--- src/rtl/core/twac_pkg.sv ---
`timescale 1ns / 1ps
// ---------------------------------------------------------------------------
// twac_pkg
// shared types and constants of the triggered window average capture core
// ---------------------------------------------------------------------------
package twac_pkg;

    localparam int SAMPLE_W = 16;
    localparam int SUM_W    = 27;
    localparam int SIZE_W   = 11;
    localparam int WAIT_W   = 16;
    localparam int SLOT_W   = 13;
    localparam int OSLOT_W  = 12;
    localparam int CIDX_W   = 3;
    localparam int CNT_W    = 5;

    localparam logic [CIDX_W-1:0] REG_TRIG_RISING = 3'd0;
    localparam logic [CIDX_W-1:0] REG_TRIG_LEVEL  = 3'd1;
    localparam logic [CIDX_W-1:0] REG_TRIG_TMO    = 3'd2;
    localparam logic [CIDX_W-1:0] REG_WIN_SIZE    = 3'd3;
    localparam logic [CIDX_W-1:0] REG_CAP_LEN     = 3'd4;

    typedef enum logic [1:0] {
        PH_FIRST,
        PH_WAIT,
        PH_RECORD,
        PH_DONE
    } t_phase;

    typedef enum logic {
        ST_IDLE,
        ST_DIV
    } t_fsm;

    typedef struct packed {
        logic busy;
        logic done;
    } t_div_stat;

endpackage

--- src/rtl/core/twac_div.sv ---
`timescale 1ns / 1ps
// ---------------------------------------------------------------------------
// twac_div
// bit-serial restoring divider, signed window sum over window size,
// truncated toward zero and saturated to the sample range
// ---------------------------------------------------------------------------
module twac_div import twac_pkg::*; (
    input  logic                       i_clk,
    input  logic                       i_rst_n,
    input  logic                       i_start,
    input  logic signed [SUM_W-1:0]    i_dividend,
    input  logic        [SIZE_W-1:0]   i_divisor,
    output t_div_stat                  o_stat,
    output logic signed [SAMPLE_W-1:0] o_quotient
);

    localparam logic [CNT_W-1:0] LAST_STEP = CNT_W'(SUM_W - 1);
    localparam logic [SUM_W-1:0] MAG_POS   = SUM_W'((1 << (SAMPLE_W - 1)) - 1);
    localparam logic [SUM_W-1:0] MAG_NEG   = SUM_W'(1 << (SAMPLE_W - 1));

    logic              r_busy, n_busy;
    logic              r_have, n_have;
    logic [CNT_W-1:0]  r_cnt, n_cnt;
    logic              r_neg, n_neg;
    logic [SUM_W-1:0]  r_mag, n_mag;
    logic [SIZE_W-1:0] r_rem, n_rem;
    logic [SIZE_W-1:0] r_div, n_div;

    logic [SIZE_W:0]   w_trial;
    logic [SIZE_W:0]   w_diff;
    logic              w_ge;

    assign w_trial = {r_rem, r_mag[SUM_W-1]};
    assign w_ge    = (w_trial >= {1'b0, r_div});
    assign w_diff  = w_trial - {1'b0, r_div};

    always_comb begin
        n_busy = r_busy;
        n_have = r_have;
        n_cnt  = r_cnt;
        n_neg  = r_neg;
        n_mag  = r_mag;
        n_rem  = r_rem;
        n_div  = r_div;
        if (i_start) begin
            n_busy = 1'b1;
            n_have = 1'b0;
            n_cnt  = '0;
            n_neg  = i_dividend[SUM_W-1];
            n_mag  = i_dividend[SUM_W-1] ? SUM_W'(-i_dividend) : SUM_W'(i_dividend);
            n_rem  = '0;
            n_div  = i_divisor;
        end else if (r_busy) begin
            n_rem = w_ge ? w_diff[SIZE_W-1:0] : w_trial[SIZE_W-1:0];
            n_mag = {r_mag[SUM_W-2:0], w_ge};
            n_cnt = r_cnt + 1'b1;
            if (r_cnt == LAST_STEP) begin
                n_busy = 1'b0;
                n_have = 1'b1;
            end
        end
    end

    always_ff @(posedge i_clk) begin
        if (!i_rst_n) begin
            r_busy <= 1'b0;
            r_have <= 1'b0;
            r_cnt  <= '0;
        end else begin
            r_busy <= n_busy;
            r_have <= n_have;
            r_cnt  <= n_cnt;
        end
        r_neg <= n_neg;
        r_mag <= n_mag;
        r_rem <= n_rem;
        r_div <= n_div;
    end

    always_comb begin
        if (r_neg) begin
            if (r_mag > MAG_NEG) begin
                o_quotient = {1'b1, {(SAMPLE_W-1){1'b0}}};
            end else begin
                o_quotient = -$signed(r_mag[SAMPLE_W-1:0]);
            end
        end else begin
            if (r_mag > MAG_POS) begin
                o_quotient = {1'b0, {(SAMPLE_W-1){1'b1}}};
            end else begin
                o_quotient = $signed(r_mag[SAMPLE_W-1:0]);
            end
        end
    end

    assign o_stat.busy = r_busy;
    assign o_stat.done = r_have;

endmodule

--- src/rtl/core/triggered_window_average_capture_core.sv ---
`timescale 1ns / 1ps
// ---------------------------------------------------------------------------
// triggered_window_average_capture_core
// edge triggered boxcar averaging capture of signed 16-bit samples
// ---------------------------------------------------------------------------
// After a rearm word (command 1) the first sample is only remembered; the core
// then waits for a rising or falling crossing of trigger_level, or for
// trigger_timeout checked samples, and from that sample on sums windows of
// window_size samples. Each full window yields one word: the sum divided by the
// window size (truncated toward zero, saturated), its slot and a capture_done
// flag on the last of capture_length words, after which samples are ignored
// until the next rearm. A word that does not close a window is taken without
// a stall. A word that closes a window holds the input stalled while the
// divider runs its one-bit-per-cycle steps and then while the quotient is
// loaded into the output register; the stall lasts longer while the output
// register still holds a word that has not been taken. A finished average
// waits in the output register while the next samples are taken. Configuration
// registers may be written whenever the core is idle; the write port never
// stalls.
// ---------------------------------------------------------------------------
module triggered_window_average_capture_core import twac_pkg::*; (
    input  logic                       i_clk,
    input  logic                       i_rst_n,

    input  logic                       i_in_valid,
    output logic                       o_in_stall,
    input  logic                       i_command,
    input  logic signed [SAMPLE_W-1:0] i_sample,

    output logic                       o_out_valid,
    input  logic                       i_out_stall,
    output logic signed [SAMPLE_W-1:0] o_average,
    output logic        [OSLOT_W-1:0]  o_slot,
    output logic                       o_capture_done,

    input  logic                       i_cfg_valid,
    output logic                       o_cfg_ready,
    input  logic        [CIDX_W-1:0]   i_cfg_index,
    input  logic        [SAMPLE_W-1:0] i_cfg_data
);

    // configuration
    logic                       r_trig_rising;
    logic signed [SAMPLE_W-1:0] r_trig_level;
    logic        [WAIT_W-1:0]   r_trig_tmo;
    logic        [SIZE_W-1:0]   r_win_size;
    logic        [SLOT_W-1:0]   r_cap_len;

    // capture state
    t_phase                     r_phase, n_phase;
    logic signed [SAMPLE_W-1:0] r_prev, n_prev;
    logic        [WAIT_W-1:0]   r_wait, n_wait;
    logic        [SIZE_W-1:0]   r_wcount, n_wcount;
    logic signed [SUM_W-1:0]    r_wsum, n_wsum;
    logic        [SLOT_W-1:0]   r_slot_idx, n_slot_idx;

    // pending result fields
    logic        [OSLOT_W-1:0]  r_pend_slot, n_pend_slot;
    logic                       r_pend_done, n_pend_done;

    // control
    t_fsm                       r_state, n_state;
    logic                       r_out_valid;
    logic signed [SAMPLE_W-1:0] r_average;
    logic        [OSLOT_W-1:0]  r_slot;
    logic                       r_capture_done;

    logic                       w_accept;
    logic                       w_start;
    logic                       w_load;
    logic                       w_out_free;
    logic signed [SUM_W-1:0]    w_dividend;
    logic        [SIZE_W-1:0]   w_size;
    logic        [WAIT_W-1:0]   w_tmo;
    logic        [SLOT_W-1:0]   w_len;
    t_div_stat                  w_div_stat;
    logic signed [SAMPLE_W-1:0] w_quotient;

    logic                       w_hit;
    logic                       w_rec;
    logic        [SIZE_W-1:0]   w_wc_next;
    logic signed [SUM_W-1:0]    w_sum_base;
    logic        [SLOT_W-1:0]   w_slot_next;

    assign o_cfg_ready = 1'b1;

    always_ff @(posedge i_clk) begin
        if (!i_rst_n) begin
            r_trig_rising <= 1'b1;
            r_trig_level  <= '0;
            r_trig_tmo    <= WAIT_W'(4410);
            r_win_size    <= SIZE_W'(1);
            r_cap_len     <= SLOT_W'(128);
        end else if (i_cfg_valid && o_cfg_ready) begin
            case (i_cfg_index)
                REG_TRIG_RISING: r_trig_rising <= i_cfg_data[0];
                REG_TRIG_LEVEL:  r_trig_level  <= $signed(i_cfg_data);
                REG_TRIG_TMO:    r_trig_tmo    <= i_cfg_data;
                REG_WIN_SIZE:    r_win_size    <= i_cfg_data[SIZE_W-1:0];
                REG_CAP_LEN:     r_cap_len     <= i_cfg_data[SLOT_W-1:0];
                default: ;
            endcase
        end
    end

    assign w_accept = i_in_valid && !o_in_stall;
    assign w_size   = (r_win_size == '0) ? SIZE_W'(1) : r_win_size;
    assign w_tmo    = (r_trig_tmo == '0) ? WAIT_W'(1) : r_trig_tmo;
    assign w_len    = (r_cap_len == '0)  ? SLOT_W'(1) : r_cap_len;

    // sample handling
    always_comb begin
        n_phase     = r_phase;
        n_prev      = r_prev;
        n_wait      = r_wait;
        n_wcount    = r_wcount;
        n_wsum      = r_wsum;
        n_slot_idx  = r_slot_idx;
        n_pend_slot = r_pend_slot;
        n_pend_done = r_pend_done;
        w_start     = 1'b0;
        w_hit       = 1'b0;
        w_rec       = 1'b0;
        w_wc_next   = r_wcount + 1'b1;
        w_sum_base  = (r_wcount == '0) ? '0 : r_wsum;
        w_dividend  = w_sum_base + SUM_W'(i_sample);
        w_slot_next = r_slot_idx + 1'b1;
        if (w_accept) begin
            if (i_command) begin
                n_phase    = PH_FIRST;
                n_prev     = '0;
                n_wait     = '0;
                n_wcount   = '0;
                n_wsum     = '0;
                n_slot_idx = '0;
            end else begin
                case (r_phase)
                    PH_FIRST: begin
                        n_prev  = i_sample;
                        n_wait  = '0;
                        n_phase = PH_WAIT;
                    end
                    PH_WAIT: begin
                        if (r_trig_rising) begin
                            w_hit = (r_prev <= r_trig_level) && (i_sample >= r_trig_level);
                        end else begin
                            w_hit = (r_prev >= r_trig_level) && (i_sample <= r_trig_level);
                        end
                        n_prev = i_sample;
                        n_wait = r_wait + 1'b1;
                        if (n_wait >= w_tmo) begin
                            w_hit = 1'b1;
                        end
                        if (w_hit) begin
                            n_phase = PH_RECORD;
                            w_rec   = 1'b1;
                        end
                    end
                    PH_RECORD: w_rec = 1'b1;
                    default: ;
                endcase
                if (w_rec) begin
                    n_wsum = w_dividend;
                    if ((w_wc_next >= w_size) || (w_wc_next == '0)) begin
                        w_start     = 1'b1;
                        n_wcount    = '0;
                        n_pend_slot = r_slot_idx[OSLOT_W-1:0];
                        n_slot_idx  = w_slot_next;
                        n_pend_done = (w_slot_next >= w_len) || (w_slot_next == '0);
                        if (n_pend_done) begin
                            n_phase = PH_DONE;
                        end
                    end else begin
                        n_wcount = w_wc_next;
                    end
                end
            end
        end
    end

    always_ff @(posedge i_clk) begin
        if (!i_rst_n) begin
            r_phase    <= PH_FIRST;
            r_prev     <= '0;
            r_wait     <= '0;
            r_wcount   <= '0;
            r_wsum     <= '0;
            r_slot_idx <= '0;
        end else begin
            r_phase    <= n_phase;
            r_prev     <= n_prev;
            r_wait     <= n_wait;
            r_wcount   <= n_wcount;
            r_wsum     <= n_wsum;
            r_slot_idx <= n_slot_idx;
        end
        r_pend_slot <= n_pend_slot;
        r_pend_done <= n_pend_done;
    end

    twac_div u_div (
        .i_clk      (i_clk),
        .i_rst_n    (i_rst_n),
        .i_start    (w_start),
        .i_dividend (w_dividend),
        .i_divisor  (w_size),
        .o_stat     (w_div_stat),
        .o_quotient (w_quotient)
    );

    assign w_out_free = !r_out_valid || !i_out_stall;

    // control next state
    always_comb begin
        n_state = r_state;
        case (r_state)
            ST_IDLE: begin
                if (w_start) begin
                    n_state = ST_DIV;
                end
            end
            ST_DIV: begin
                if (w_load) begin
                    n_state = ST_IDLE;
                end
            end
            default: n_state = ST_IDLE;
        endcase
    end

    // control outputs
    always_comb begin
        o_in_stall = 1'b1;
        w_load     = 1'b0;
        case (r_state)
            ST_IDLE: o_in_stall = 1'b0;
            ST_DIV:  w_load = !w_div_stat.busy && w_div_stat.done && w_out_free;
            default: ;
        endcase
    end

    always_ff @(posedge i_clk) begin
        if (!i_rst_n) begin
            r_state     <= ST_IDLE;
            r_out_valid <= 1'b0;
        end else begin
            r_state <= n_state;
            if (w_load) begin
                r_out_valid <= 1'b1;
            end else if (!i_out_stall) begin
                r_out_valid <= 1'b0;
            end
        end
        if (w_load) begin
            r_average      <= w_quotient;
            r_slot         <= r_pend_slot;
            r_capture_done <= r_pend_done;
        end
    end

    assign o_out_valid    = r_out_valid;
    assign o_average      = r_average;
    assign o_slot         = r_slot;
    assign o_capture_done = r_capture_done;

endmodule

--- config.mk ---
export PLATFORM = sky130hd
export DESIGN_NAME = triggered_window_average_capture_core
export DESIGN_NICKNAME = d
export VERILOG_FILES = /design/src/rtl/core/twac_pkg.sv /design/src/rtl/core/twac_div.sv /design/src/rtl/core/triggered_window_average_capture_core.sv
export SDC_FILE = /design/constraint.sdc
export NUM_CORES = 1
export LEC_CHECK = 0
export BUFFER_PORTS_ARGS = -buffer_cell sky130_fd_sc_hd__buf_2
export CAP_MARGIN = 20
export CORE_ASPECT_RATIO = 0.8
export CORE_UTILIZATION = 63
export CTS_CLUSTER_DIAMETER = 150
export DETAILED_ROUTE_END_ITERATION = 16
export PLACE_DENSITY = 0.83
export SYNTH_ARGS = -nofsm -noshare
export SYNTH_HDL_FRONTEND = slang
export SYNTH_SLANG_ARGS = --single-unit
--- constraint.sdc ---
create_clock -name i_clk -period 6.2 [get_ports i_clk]
set_input_delay 0 -clock i_clk [delete_from_list [all_inputs] [get_ports i_clk]]
set_output_delay 0 -clock i_clk [all_outputs]
set_load 0.05 [all_outputs]
# == Word level (Yosys, flattened, before mapping) ==
# Index checks and enable logic that the tools add are counted.
# totals
ff_bits,243
inputBits,41
out_inout_bits,32
wordCells,143
# op_classes
n_addsub,8
magnitude_cmp,10
eq_ne,8
mux,52
bitwise,3
reduce_logical,37
# ops
cell,count
27-bit two-way mux,6
16-bit two-way mux,7
11-bit two-way mux,5
13-bit two-way mux,4
16-bit greater-or-equal comparator,3
11-bit logical NOT,3
16-bit <= comparator,2
16-bit one-hot mux with 2 select lines,1
27-bit by 16-bit adder with 27-bit output,1
27-bit by 15-bit > comparator with 1-bit output (second input constant),1
27-bit by 16-bit > comparator with 1-bit output (second input constant),1
27-bit negation,1
13-bit logical NOT,2
1-bit two-way mux,21
2-bit AND reduction,9
16-bit by 1-bit adder with 16-bit output (second input constant),1
16-bit logical NOT,1
16-bit negation,1
13-bit by 1-bit adder with 13-bit output (second input constant),1
13-bit greater-or-equal comparator,1
12-bit by 11-bit greater-or-equal comparator with 1-bit output,1
11-bit by 1-bit adder with 11-bit output (second input constant),1
11-bit greater-or-equal comparator,1
11-bit subtractor,1
22 further kinds,42

# == Depth between registers and ports, before layout ==
# depth
depth_word,16
mapped_depth,20

# == Cells and area by module ==
# A second synthesis with hierarchy kept.
# unflattened
hier_cells,1710
area_unflattened_um2,15009.4
# modules_own_cells
module,instances,cells_each,area_each_um2,seq_area_each_um2
triggered_window_average_capture_core,1,1273,11006.8,4144.0
twac_div,1,437,4002.6,1531.5

# == Worst setup path after synthesis ==
# Ideal clock, no wire load.
# synth_timing
path_type,register -> register
startpoint,reg r_wcount[0]
endpoint,reg u_div.r_mag[25] (data pin)
setup_ns,0.260
arrival_ns,4.662
slack_ns,1.278
stages_incl_launch_ff,19
n_path_buf,1
period_less_slack_ns,4.922
path_cell_list,dfxtp_1 -> inv_1 -> ha_1 -> nor4b_1 -> nand3_1 -> clkbuf_1 -> and2_1 -> ha_1 -> fa_1 -> a21o_1 -> a221o_2 -> a21oi_2 -> xnor2_1 -> or4_4 -> or3_4 -> or2_1 -> o41ai_2 -> xnor2_1 -> mux2_4
# synth_via
elab_chain_len,8
# synth_rtl
element,line,text
"start, declared",triggered_window_average_capture_core.sv:53,"logic [SIZE_W-1:0] r_wcount, n_wcount;"
"start signal, assigned",triggered_window_average_capture_core.sv:193,r_wcount <= n_wcount;
branches (longest 7 deep; another with 27-bit by 16-bit adder with 27-bit output),--,
27-bit two-way mux (*),twac_div.sv:45,if (i_start) begin
named net u_div.n_mag[25],twac_div.sv:25,"logic [SUM_W-1:0] r_mag, n_mag;"
"end signal, assigned",twac_div.sv:75,r_mag <= n_mag;
"end, declared",twac_div.sv:25,
# Mark *: on every way through the listed nets, which the timed path passes.
# A chain may end at the register's enable or synchronous reset.

# == Final worst setup path ==
# layout_timing
startpoint,reg r_wcount[0]
endpoint,reg u_div.r_mag[26] (data pin)
# Same word-level chain as after synthesis.

==> summary.md <==
| Metric | Value |
|---|---|
| Worst Max-Slew Pin Slew | 938 ps |
| Vias in the first global route | 12,000 |
| Slowest CP cell | or4_1 |
| YS warnings | 0 |
| Synthesized instance count | 1,754 |
| CP most frequent cell | ha_1 |
| Unrepaired setup endpoints after global routing | false |
| Setup Viol. Count Final | 0 |
| Most common cell after layout, fill and taps aside | nand2_1 |
| Hold endpoint | r_cap_len[6]$_SDFFE_PN0P_ |
| Clock transition at the registers of the reported paths | 60 ps |
| Leak | 6.86 nW |
| Initial core utilization | 0.652 |
| Hold Path Depth | 4 |
| CTS tree | yes |
| Crit path launch type | register |
| Final-report hold violation count | 0 |
| Cell variety after synth | 88 |
| CP arrival | 5680 ps |
| Clock root cell | clkbuf_16 |
| CP cell instances | inv_1 -> ha_1 -> nor4b_1 -> nand3_1 -> buf_4 -> and2_1 -> ha_1 -> fa_1 -> a21o_1 -> a221oi_2 -> a211oi_2 -> and4b_1 -> nor3_4 -> or3b_1 -> nand4bb_4 -> or4_1 -> or4b_1 -> o21ai_1 |
| Clk_lat worst skew | 530 ps |
| Residual DRC | 0 |
| Final instance area | 0.0166 mm2 |
| # Post-CTS Setup Buffers | 0 |
| Pre-antenna DRT Iters | 5 |
| Place WS | 940 ps |
| Netlist Area Pre-Place | 0.0149 mm2 |
| I/O Buffers | 71 |
| PwrDens | 221 mW/mm2 |
| Path depth of the worst reg2reg path | 18 |
| Reg2Reg Setup Slack | 900 ps |
| Crit path kind | register to register |
| DP HPWL | 25,900 um |
| CP max stage delay | 520 ps |
| IO Count | 73 |
| Sum Neg Setup Slack | 0 ps |
| Via count | 13,000 |
| Die W | 174 um |
| Initial drt markers | 1,245 |
| Asr flop ratio synth | 0 |
| CTS sink cnt | 243 |
| Most frequent cells in the layout | nand2_1 (226), dfxtp_1 (162), nor2_1 (157) |
| RR Endpoint | u_div.r_mag[26]$_DFFE_PP_ |
| Mapped Nets | 1,918 |
| Layout cell share with drive strength beyond 1 | 0.0863 |
| Fmax achieved | 0.189 GHz |
| FF+latch count, synth | 243 |
| Post-route setup slack | 905 ps |
| Max Root-Sink Buffers | 3 |
| Vias/cell | 6.08 |
| Primary FF master, synth | dfxtp_1 |
| Initial antenna violation count | 0 |
| Worst Hold Class | input pin to register |
| First-pass GRT wire length | 60,500 um |
| Worst IR Drop VDD | 0.000185 V |
| H-Tree Depth | 1 |
| Slew margin rel. | 0.372 |
| DR WL/cell | 17.4 um |
| Die ar. | 0.0242 mm2 |
| Hold Crit Start | i_cfg_valid |
| Num CTS Buffers | 25 |
| Final GP Congestion | 0.951 |
| Core Region | 0.0228 mm2 |
| Global route total overflow | 0 |
| Diode count | 0 |
| Register area share after synthesis | 0.381 |
| Status | complete, no violations |
| Clk_skew | 11.7 ps |
| Crit path from | r_wcount[0]$_SDFFE_PN0P_ |
| Setup crit end kind | register |
| Routed Wire Length | 37,200 um |
| Total power | 3.67 mW |
| Resize count post-CTS | 0 |
| ANT nets after route | 0 |
| Crit path time final | 5300 ps |
| Hold-fix buffers at CTS | 41 |
| Share of the clock period used by the worst path | 0.854 |
| Post-DP Area | 0.0154 mm2 |
| Slew Viols, Final | 0 |
| EDFF count, synth | 81 |
| Crit path max fanout | 27 |
| Largest net degree at the start of global routing | 84 |
| GR Util All Layers | 0.302 |
| Worst endpoint required time | 6580 ps |
| Maximum capacitance violations | 0 |
| Nets | 1,979 |
| Syn avg cell area | 8.48 um2 |
| RR Startpoint | r_wcount[0]$_SDFFE_PN0P_ |
| Std cell rows | 49 |
| Die Y | 139 um |
| Syn-to-layout area delta | 11.6% |
-- critical path, delay by kind of cell (launching register included) --
family | cells | cell delay [ps]
AND/OR/NAND/NOR | 9 | 2760
buffers and inverters | 2 | 350
AO/OA/AOI/OAI | 4 | 850
adder cells (fa/ha/maj) | 3 | 820
flip-flops | 1 | 360
-- where the power goes --
part	switching [mW]	internal [mW]
Combinational	0.289	0.190
Sequential	0.0283	1.67
Clock	0.628	0.869
Total	0.945	2.73
-- metal layers --
layer	GRT usage	vias to the layer above	share of wire
met5	0	-	0
met1	0.447	5992	0.46
li1	-	6374	-
met4	0.0799	0	0.023
met2	0.468	560	0.44
met3	0.0352	67	0.076
-- cell usage after synthesis (all sizes together), types with 4 or more instances --
cell | instances | share of area
o211ai | 13 | 0.0069
o311ai | 14 | 0.0082
nand2 | 226 | 0.057
o21a | 9 | 0.0045
nor2b | 13 | 0.0055
a211oi | 24 | 0.013
a221oi | 5 | 0.0034
dfxtp | 162 | 0.22
a31oi | 10 | 0.0042
nand3 | 45 | 0.015
o21ai | 102 | 0.034
inv | 113 | 0.029
or2 | 7 | 0.0029
a22oi | 46 | 0.023
nand4 | 26 | 0.011
a32oi | 5 | 0.0029
or3 | 22 | 0.0096
mux2i | 9 | 0.0061
and2 | 33 | 0.014
nor4 | 17 | 0.0071
o221ai | 4 | 0.0024
ha | 121 | 0.10
clkbuf | 79 | 0.020
or4 | 5 | 0.0028
o41ai | 4 | 0.0029
edfxtp | 81 | 0.16
nor2 | 157 | 0.040
buf | 15 | 0.0064
a22o | 6 | 0.0035
a211o | 6 | 0.0035
and3 | 25 | 0.011
xnor2 | 44 | 0.026
nor3 | 27 | 0.0098
nand2b | 15 | 0.0063
mux2 | 4 | 0.0033
and4 | 5 | 0.0030
xor2 | 47 | 0.028
a21o | 25 | 0.013
a21oi | 124 | 0.042
o31ai | 10 | 0.0050
-- stage by stage --
step / std cells / hold slack (ps) / util
2_1_floorplan: 1754 / 124 / -
3_3_place_gp: 2052 / 259 / 0.674
3_5_place_dp: 2052 / 262 / 0.674
4_1_cts: 2136 / 74.2 / 0.727
5_1_grt: 2137 / 175 / 0.728
6_report: 2137 / 117 / 0.728
-- area by class of cell --
class | count | area (um2)
Multi-Input combinational cell | 1304 | 8420
Fill cell | 1719 | 6200
Sequential cell | 243 | 5680
Timing Repair Buffer | 128 | 906
Clock buffer | 35 | 703
Inverter | 113 | 425
Tap cell | 306 | 383
Clock inverter | 8 | 92.6
-- worst max-delay path by stage --
| stage | to | slack [ps] | cells after the start |
|---|---|---|---|
| 2_1_floorplan | u_div.r_mag[25]$_DFFE_PP_ | 1280 | 18 |
| 5_1_grt | u_div.r_mag[26]$_DFFE_PP_ | 530 | 18 |
| 4_1_cts | u_div.r_mag[26]$_DFFE_PP_ | 930 | 18 |
| 6_report | u_div.r_mag[26]$_DFFE_PP_ | 900 | 18 |
| 3_5_place_dp | u_div.r_mag[26]$_DFFE_PP_ | 940 | 18 |
| 3_3_place_gp | u_div.r_mag[26]$_DFFE_PP_ | 1080 | 18 |
-- logic make-up (layout without fill, tap and decap cells) --
kind of cell    Yosys count  after routing  synth area share
flops                   243            243             0.381
mux                      13             13           0.00933
compound gates          437            437             0.191
simple gates            639            639             0.205
other cells               1              1          0.000252
xor+xnor                 91             91            0.0536
buf+inv                 207            284            0.0548
fa+ha+maj               123            123             0.104
-- state kept, by name, summed over array words and instances, names as in the netlist, 5 cells and up --
signal,flops
r_wait,16
u_div.r_div,11
o_slot,12
r_prev,16
r_trig_level,16
r_slot_idx,13
r_wsum,27
u_div.r_rem,11
u_div.r_mag,27
r_wcount,11
u_div.r_cnt,5
r_pend_slot,12
r_win_size,11
r_trig_tmo,16
o_average,16
r_cap_len,13
No activity file was read; power rests on OpenSTA's default activity.
